$ cat config.mk
export PLATFORM = sky130hd
export DESIGN_NAME = integer_square_root_64_flat
export DESIGN_NICKNAME = d
export VERILOG_FILES = /design/src/hw/rtl/isqrt_pkg.sv /design/src/hw/rtl/isqrt_if.sv /design/src/hw/rtl/isqrt_step.sv /design/src/hw/rtl/integer_square_root_64.sv /design/src/flat_wrapper.sv
export SDC_FILE = /design/constraint.sdc
export NUM_CORES = 2
export LEC_CHECK = 0
export BUFFER_PORTS_ARGS = -buffer_cell sky130_fd_sc_hd__buf_4
export CORE_ASPECT_RATIO = 0.5
export CORE_UTILIZATION = 45
export DETAILED_ROUTE_END_ITERATION = 8
export PLACE_DENSITY = 0.72
export SLEW_MARGIN = 20
export SYNTH_ARGS = -nofsm -noshare
export SYNTH_HDL_FRONTEND = slang
export SYNTH_SLANG_ARGS = --single-unit
$ cat constraint.sdc
create_clock -name clock -period 101.4 [get_ports clock]
set_input_delay 20.28 -clock clock [delete_from_list [all_inputs] [get_ports clock]]
set_output_delay 20.28 -clock clock [all_outputs]
set_load 0.02 [all_outputs]
$ cat src/hw/rtl/isqrt_pkg.sv
// Shared constants and types for the 64-bit integer square root pipeline.
package isqrt_pkg;

   // Radicand bits that take part in the root; bits above are ignored.
   localparam int RADICAND_WIDTH = 64;
   // Fixed widths of the transfer fields.
   localparam int RADICAND_BITS  = 64;
   localparam int ROOT_BITS      = 32;

   // One root bit is decided per step, two radicand bits are consumed per step.
   localparam int STEP_COUNT     = (RADICAND_WIDTH + 1) / 2;
   localparam int WORK_WIDTH     = 2 * STEP_COUNT;
   localparam int REM_WIDTH      = STEP_COUNT + 2;
   localparam int TRIAL_WIDTH    = STEP_COUNT + 1;

   // Contents of one pipeline stage.
   typedef struct packed {
      logic                   valid;
      logic [WORK_WIDTH-1:0]  work;
      logic [REM_WIDTH-1:0]   remainder;
      logic [TRIAL_WIDTH-1:0] trial;
   } isqrt_stage_type;

endpackage

$ cat src/hw/rtl/isqrt_if.sv
// Handshake interfaces for the radicand and root channels.
interface isqrt_req_if import isqrt_pkg::*; ();
   logic                     valid;
   logic                     ready;
   logic [RADICAND_BITS-1:0] radicand;

   modport source (output valid, output radicand, input ready);
   modport sink (input valid, input radicand, output ready);
endinterface

interface isqrt_rsp_if import isqrt_pkg::*; ();
   logic                 valid;
   logic                 ready;
   logic [ROOT_BITS-1:0] root;

   modport source (output valid, output root, input ready);
   modport sink (input valid, input root, output ready);
endinterface

$ cat src/hw/rtl/isqrt_step.sv
// One registered digit step of the restoring square root.
module isqrt_step import isqrt_pkg::*; (
   input  logic            clock,
   input  logic            reset,
   input  logic            advance,
   input  isqrt_stage_type stage_in,
   output isqrt_stage_type stage_out
);

   logic                   valid_ff;
   logic                   valid_in;
   logic [WORK_WIDTH-1:0]  work_ff;
   logic [WORK_WIDTH-1:0]  work_in;
   logic [REM_WIDTH-1:0]   remainder_ff;
   logic [REM_WIDTH-1:0]   remainder_in;
   logic [TRIAL_WIDTH-1:0] trial_ff;
   logic [TRIAL_WIDTH-1:0] trial_in;
   logic [REM_WIDTH-1:0]   rem_shift;
   logic [TRIAL_WIDTH-1:0] trial_shift;
   logic [REM_WIDTH-1:0]   trial_wide;

   always_comb begin
      // Bring in the next radicand pair; the top remainder bits are known to be zero.
      rem_shift   = {stage_in.remainder[REM_WIDTH-3:0], stage_in.work[WORK_WIDTH-1 -: 2]};
      trial_shift = stage_in.trial << 1;
      trial_wide  = REM_WIDTH'(trial_shift);
      valid_in    = stage_in.valid;
      work_in     = stage_in.work << 2;
      if (trial_wide < rem_shift) begin
         remainder_in = rem_shift - (trial_wide | REM_WIDTH'(1));
         trial_in     = trial_shift + TRIAL_WIDTH'(2);
      end else begin
         remainder_in = rem_shift;
         trial_in     = trial_shift;
      end
   end

   always_ff @(posedge clock) begin
      if (reset) begin
         valid_ff <= 1'b0;
      end else if (advance) begin
         valid_ff <= valid_in;
      end
   end

   always_ff @(posedge clock) begin
      if (advance) begin
         work_ff      <= work_in;
         remainder_ff <= remainder_in;
         trial_ff     <= trial_in;
      end
   end

   assign stage_out = '{valid: valid_ff, work: work_ff, remainder: remainder_ff,
                        trial: trial_ff};

endmodule

$ cat src/hw/rtl/integer_square_root_64.sv
// Top level of the pipelined 64-bit integer square root unit.

// The unit returns floor(sqrt(radicand)) for each unsigned 64-bit radicand
// transfer, as a 32-bit root. It uses the binary digit-by-digit (restoring)
// method: each of the 32 pipeline stages takes in the next two radicand bits,
// most significant pair first, and decides one root bit by a trial
// subtraction from the running remainder. A new radicand may be transferred
// in every cycle while the result side keeps up; each item passes through
// the stages, one stage per root bit, and the final stage register is the output
// register. When the result side holds off, the whole pipeline freezes in
// place, so nothing is lost or repeated, and the input side is ready again as
// soon as the result waiting in the output register is taken. The unit keeps
// no state between items, and reset only clears the stage valid bits.
module integer_square_root_64 import isqrt_pkg::*; (
   input  logic        clock,
   input  logic        reset,
   isqrt_req_if.sink   req_chan,
   isqrt_rsp_if.source rsp_chan
);

   isqrt_stage_type stage_link [0:STEP_COUNT];
   logic            advance;

   // The pipeline moves whenever the output register is empty or being emptied.
   assign advance        = !stage_link[STEP_COUNT].valid || rsp_chan.ready;
   assign req_chan.ready = advance;

   // Only the low RADICAND_WIDTH bits are used; an odd width gains a leading zero.
   assign stage_link[0] = '{
      valid:     req_chan.valid,
      work:      WORK_WIDTH'(req_chan.radicand[RADICAND_WIDTH-1:0]),
      remainder: '0,
      trial:     '0
   };

   for (genvar g = 0; g < STEP_COUNT; g++) begin : g_step
      isqrt_step u_step (
         .clock     (clock),
         .reset     (reset),
         .advance   (advance),
         .stage_in  (stage_link[g]),
         .stage_out (stage_link[g+1])
      );
   end

   // The trial value holds twice the root.
   assign rsp_chan.valid = stage_link[STEP_COUNT].valid;
   assign rsp_chan.root  = ROOT_BITS'(stage_link[STEP_COUNT].trial[TRIAL_WIDTH-1:1]);

endmodule

$ cat src/flat_wrapper.sv
// flat-port wrapper written by rule: the top's interface ports become plain ports
module integer_square_root_64_flat import isqrt_pkg::*;
  (clock, reset, req_chan_valid, req_chan_radicand, req_chan_ready, rsp_chan_valid, rsp_chan_root, rsp_chan_ready);
  isqrt_req_if req_chan_i ();
  isqrt_rsp_if rsp_chan_i ();
  input  logic clock;
  input  logic reset;
  input wire logic [$bits(req_chan_i.valid)-1:0] req_chan_valid;
  input wire logic [$bits(req_chan_i.radicand)-1:0] req_chan_radicand;
  output wire logic [$bits(req_chan_i.ready)-1:0] req_chan_ready;
  output wire logic [$bits(rsp_chan_i.valid)-1:0] rsp_chan_valid;
  output wire logic [$bits(rsp_chan_i.root)-1:0] rsp_chan_root;
  input wire logic [$bits(rsp_chan_i.ready)-1:0] rsp_chan_ready;
  assign req_chan_i.valid = req_chan_valid;
  assign req_chan_i.radicand = req_chan_radicand;
  assign req_chan_ready = req_chan_i.ready;
  assign rsp_chan_valid = rsp_chan_i.valid;
  assign rsp_chan_root = rsp_chan_i.root;
  assign rsp_chan_i.ready = rsp_chan_ready;
  integer_square_root_64 u_core (.clock(clock), .reset(reset), .req_chan(req_chan_i), .rsp_chan(rsp_chan_i));
endmodule
== Word-level counts from Yosys, hierarchy flattened ==
Cells that the tools add are included.
Word-level totals
  register bits: 2981
  output and inout port bits: 34
  logic and storage cells: 316
  bits of input ports: 68
Operators by class
  mux-type cells: 63
  order comparisons: 32
  reductions and logical operators: 2
  $add $sub $neg: 62
Operator list (number)
  2-to-1 mux 32 bit: 59
  less-than comparator 33 x 34 -> 1 bit: 30
  adder 32 x 2 -> 32 bit, second input constant: 29
  subtractor 32 bit: 29
  less-than comparator 3 x 34 -> 1 bit: 1
  adder 33 x 2 -> 33 bit, second input constant: 1
  2-to-1 mux 33 bit: 1
  subtractor 32 x 3 -> 32 bit: 1
  adder 3 x 2 -> 4 bit, second input constant: 1
  2-to-1 mux 2 bit: 2
  2-to-1 mux 4 bit: 1
  subtractor 2 x 1 -> 3 bit, second input constant: 1
  less-than comparator 1 x 2 -> 1 bit, first input constant: 1
  zero test 1 bit: 1
  logical OR 1 bit: 1

== Logic depth before layout (Yosys ltp) ==
  depth in word-level cells: 2
  mapped depth: 14
  gate-level depth less buffers: 12

== Cells and area by module ==
Synthesis repeated with hierarchy kept, for this count alone.
Unflattened totals
  cells, all modules: 22822
  area total of the unflattened synthesis: 247378.5 um2
Modules (own cells, without submodules)
  isqrt_step (u_core.g_step[13].u_step ...): seq. area each 3863.7 um2, times used 22, area an instance 7717.4 um2, cells each 709
  isqrt_step (u_core.g_step[0].u_step ...): seq. area each 3863.7 um2, times used 9, area an instance 7778.7 um2, cells each 726
  isqrt_step (u_core.g_step[23].u_step): seq. area each 3863.7 um2, times used 1, area an instance 7577.3 um2, cells each 688
  integer_square_root_64: seq. area each 0.0 um2, times used 1, area an instance 10.0 um2, cells each 2

== Worst setup path before layout ==
No wires, ideal clock.
  path type: input to output
  start point: input port rsp_chan_ready
  end point: output port req_chan_ready
  required time: 81120 ps
  cell stages on the path: 4
  arrival: 87253 ps
  slack: -6133 ps
  path buffers: 2
  cell sequence: nor2b_1 -> clkbuf_1 -> inv_1 -> clkbuf_1
Between the ends
  cells in the longest elaborated chain, start to end: 1
Ends and longest elaborated chain
  start, declared: RTL line flat_wrapper.sv:13  | input wire logic [$bits(rsp_chan_i.ready)-1:0] rsp_chan_ready;
  logical OR 1 bit: RTL line integer_square_root_64.sv:25  | assign advance = !stage_link[STEP_COUNT].valid || rsp_chan.ready;
  end, declared: RTL line flat_wrapper.sv:10  | output wire logic [$bits(req_chan_i.ready)-1:0] req_chan_ready;
No other way between the ends.

== Worst setup path in the final report ==
Ends and elaborated chain as after synthesis.

==> reports/metrics.yaml <==
clkTransAtPathRegs_ns: 0.06
critPathRequiredTime_ns: 81.12
clock-sinks: 2502
r2r-start: "u_core.g_step[31].u_step.valid_ff"
tightest_slew_ns: 1.132
portBuffers: 101
track_usage_pct: 15.10
syn_area_per_cell_sq_um: 12.26
gp_congestion: 0.9221
async_reset_ff_share_pct: 0
antenna_found_initial: 0
grt_pass1_vias: 72947
worstPathMaxFanout: 61
setup.worst_path.class: "input port to output port"
cts_buffers: 233
ctsHoldBuffers: 0
core-area_sq_mm: 0.2755
path_depth: 5
cts-root-buf: "clkbuf_16"
grtUsageMet2_pct: 28.82
dp.cells: 13778
skew_ns: 0.08825
grt_overflow: 0
die_w_microns: 747.2
reg2reg_depth: 8
critPathSlowestCell: "buf_4"
cts.htree.levels: 4
met3_usage_pct: 2.377
r2r-end: "u_core.g_step[31].u_step.trial_ff[19]"
cts_tree: "done"
io_pins: 102
first_pass_iters: 6
place_hpwl_microns: 154700
drive_gt1_share_pct: 5.622
utilization_pct: 49.87
crit_top_cell: "buf_4"
insertedDiodeCount: 0
slew_headroom_pct: 22.55
area_growth_pct: 9.960
nets: 11452
final_cell_mix: "2470 x edfxtp_1, 1126 x inv_1, 1027 x ha_1"
cap_violations: 0
post_cts_resized: 0
rrSetupSlack_ns: 96.03
powerDensity_mw_per_mm2: 20.61
status: "completed"
avgRoutedWirePerCell_microns: 15.20
fillers: 23461
drt-total-wl_microns: 215900
final_max_slew_viol_count: 0
multi_input_area_sq_mm: 0.04513
critPathLaunchType: "input port"
die-area_sq_mm: 0.2799
drt_iter0_drc: 4479
stdcell_count: 14205
fin_setup_tns_ns: 0
synth_enable_flop_cells: 2470
vias: 73122
top_usage_layer: "met2"
syn-num-nets: 11290
report.final.hold_viol_count: 0
path_cells: "buf_4, nor2b_2, buf_4, inv_8, buf_4"
vias_per_cell: 5.148
hold_slack_ns: 0.3528
final_antenna_net_count: 0
syn_inst: 10195
final_common_cell: "edfxtp_1"
grt_max_degree: 187
yosysUniqueCellTypes: 85
endpoint_kind: "output port"
rows: 136
synth_area_sq_mm: 0.1249
power_leakage_uw: 0.05932
rsz0062_at_grt: "false"
synth-seq-area-share_pct: 59.88
p_total_uw: 2831
max_stage_delay_ns: 0.35
synth_seq_cells: 2502
drc: 0
start_util_pct: 45.35
ir_drop_v: 0.00001478
die_height_microns: 374.6
fmax_ghz: 0.02402
critPathArrivalTime_ns: 21.35
fin_crit_ns: 41.63
endpoint: "req_chan_ready"
yosys_warnings: 0
grt_pass1_wl_microns: 352900
period_share_pct: 41.06
post-cts-setup-buffers: 0
hold_class: "flop to flop"
crit_start: "rsp_chan_ready"
setup_violations: 0
use_met1_pct: 16.27
register_area_sq_mm: 0.07481
cp_top_family: "buffers and inverters"
synth_ff_type: "edfxtp_1"
clock_path_buffers: 4
path_buf_inv: 4
clkLatencyLatePin_ns: 0.93
area by class of cell:
| type | instances | share of cell area, % |
|---|---|---|
| Sequential cell | 2502 | 54.45 |
| Multi-Input combinational cell | 6335 | 32.85 |
| Clock buffer | 278 | 4.382 |
| Tap cell | 3657 | 3.330 |
| Inverter | 1127 | 3.085 |
| Clock inverter | 148 | 0.9808 |
| Timing Repair Buffer | 158 | 0.9235 |
through the flow:
step / setup slack (ns) / area (sq um)
6_report: 59.77 / 137400
3_3_place_gp: 59.72 / 130000
4_1_cts: 59.74 / 137400
2_1_floorplan: 29.72 / 124900
3_5_place_dp: 59.75 / 130000
5_1_grt: 59.65 / 137400
state kept, by name (all words and copies together), names as in the netlist:
name	cells
u_core.g_step.u_step.work_ff	992
u_core.g_step.u_step.remainder_ff	950
u_core.g_step.u_step.trial_ff	528
u_core.g_step.u_step.valid_ff	32
worst register-to-register path, cell delays in order, from the launching register on:
cell	delay (ns)
dfxtp_1	0.31
nor2b_2	0.14
buf_4	0.24
inv_8	0.39
buf_4	0.62
buf_12	0.61
buf_4	0.95
buf_4	0.88
buf_4	0.81
how the worst min path moves through the flow:
| stage | start | slack (ns) | depth (start not counted) | endpoint |
|---|---|---|---|---|
| 2_1_floorplan | u_core.g_step[9].u_step.work_ff[20] | 0.40 | 0 | u_core.g_step[10].u_step.work_ff[22] |
| 3_3_place_gp | u_core.g_step[15].u_step.work_ff[37] | 0.40 | 0 | u_core.g_step[16].u_step.work_ff[39] |
| 3_5_place_dp | u_core.g_step[9].u_step.work_ff[43] | 0.40 | 0 | u_core.g_step[10].u_step.work_ff[45] |
| 4_1_cts | u_core.g_step[9].u_step.work_ff[55] | 0.35 | 0 | u_core.g_step[10].u_step.work_ff[57] |
| 5_1_grt | u_core.g_step[9].u_step.work_ff[55] | 0.36 | 0 | u_core.g_step[10].u_step.work_ff[57] |
| 6_report | u_core.g_step[9].u_step.work_ff[55] | 0.35 | 0 | u_core.g_step[10].u_step.work_ff[57] |
synth_stat cells, types with 115 or more instances:
cell	count	area share [%]
nor2_1	535	1.6
nand2b_1	124	0.62
clkbuf_1	211	0.63
nand3_1	115	0.46
a21oi_1	658	2.6
edfxtp_1	2470	59
a21o_1	408	2.5
xnor2_1	423	3.0
ha_1	1027	10
inv_1	1127	3.4
xor2_1	377	2.6
nand2_1	692	2.1
o21ai_0	561	2.2
nor3_1	195	0.78
kinds of logic (layout without fill, tap and decap cells):
logic type               count (synthesis)  in the layout  share of synthesized area, %
AO/OA/AOI/OAI                         2168           2168                         10.75
XOR/XNOR                               800            800                         5.608
adder cells (fa/ha/maj)               1027           1027                         10.28
buffers and inverters                 1358           1711                         4.096
flip-flops                            2502           2502                         59.88
multiplexers                            63             63                        0.5177
other                                    1              1                      0.003001
AND/OR/NAND/NOR                       2276           2276                         8.867
power by group:
group	internal, uW	switching, uW
logic	234	296
clock network	475	382
registers	1330	111
total	2040	788
per-layer routing:
| metal | part of all wire [%] | vias to the layer above |
|---|---|---|
| met5 | 0 | - |
| met4 | 4.8 | 0 |
| met3 | 3.2 | 545 |
| met2 | 52 | 1162 |
| met1 | 40 | 34568 |
| li1 | - | 36847 |
No activity file was read; power rests on OpenSTA's default activity.
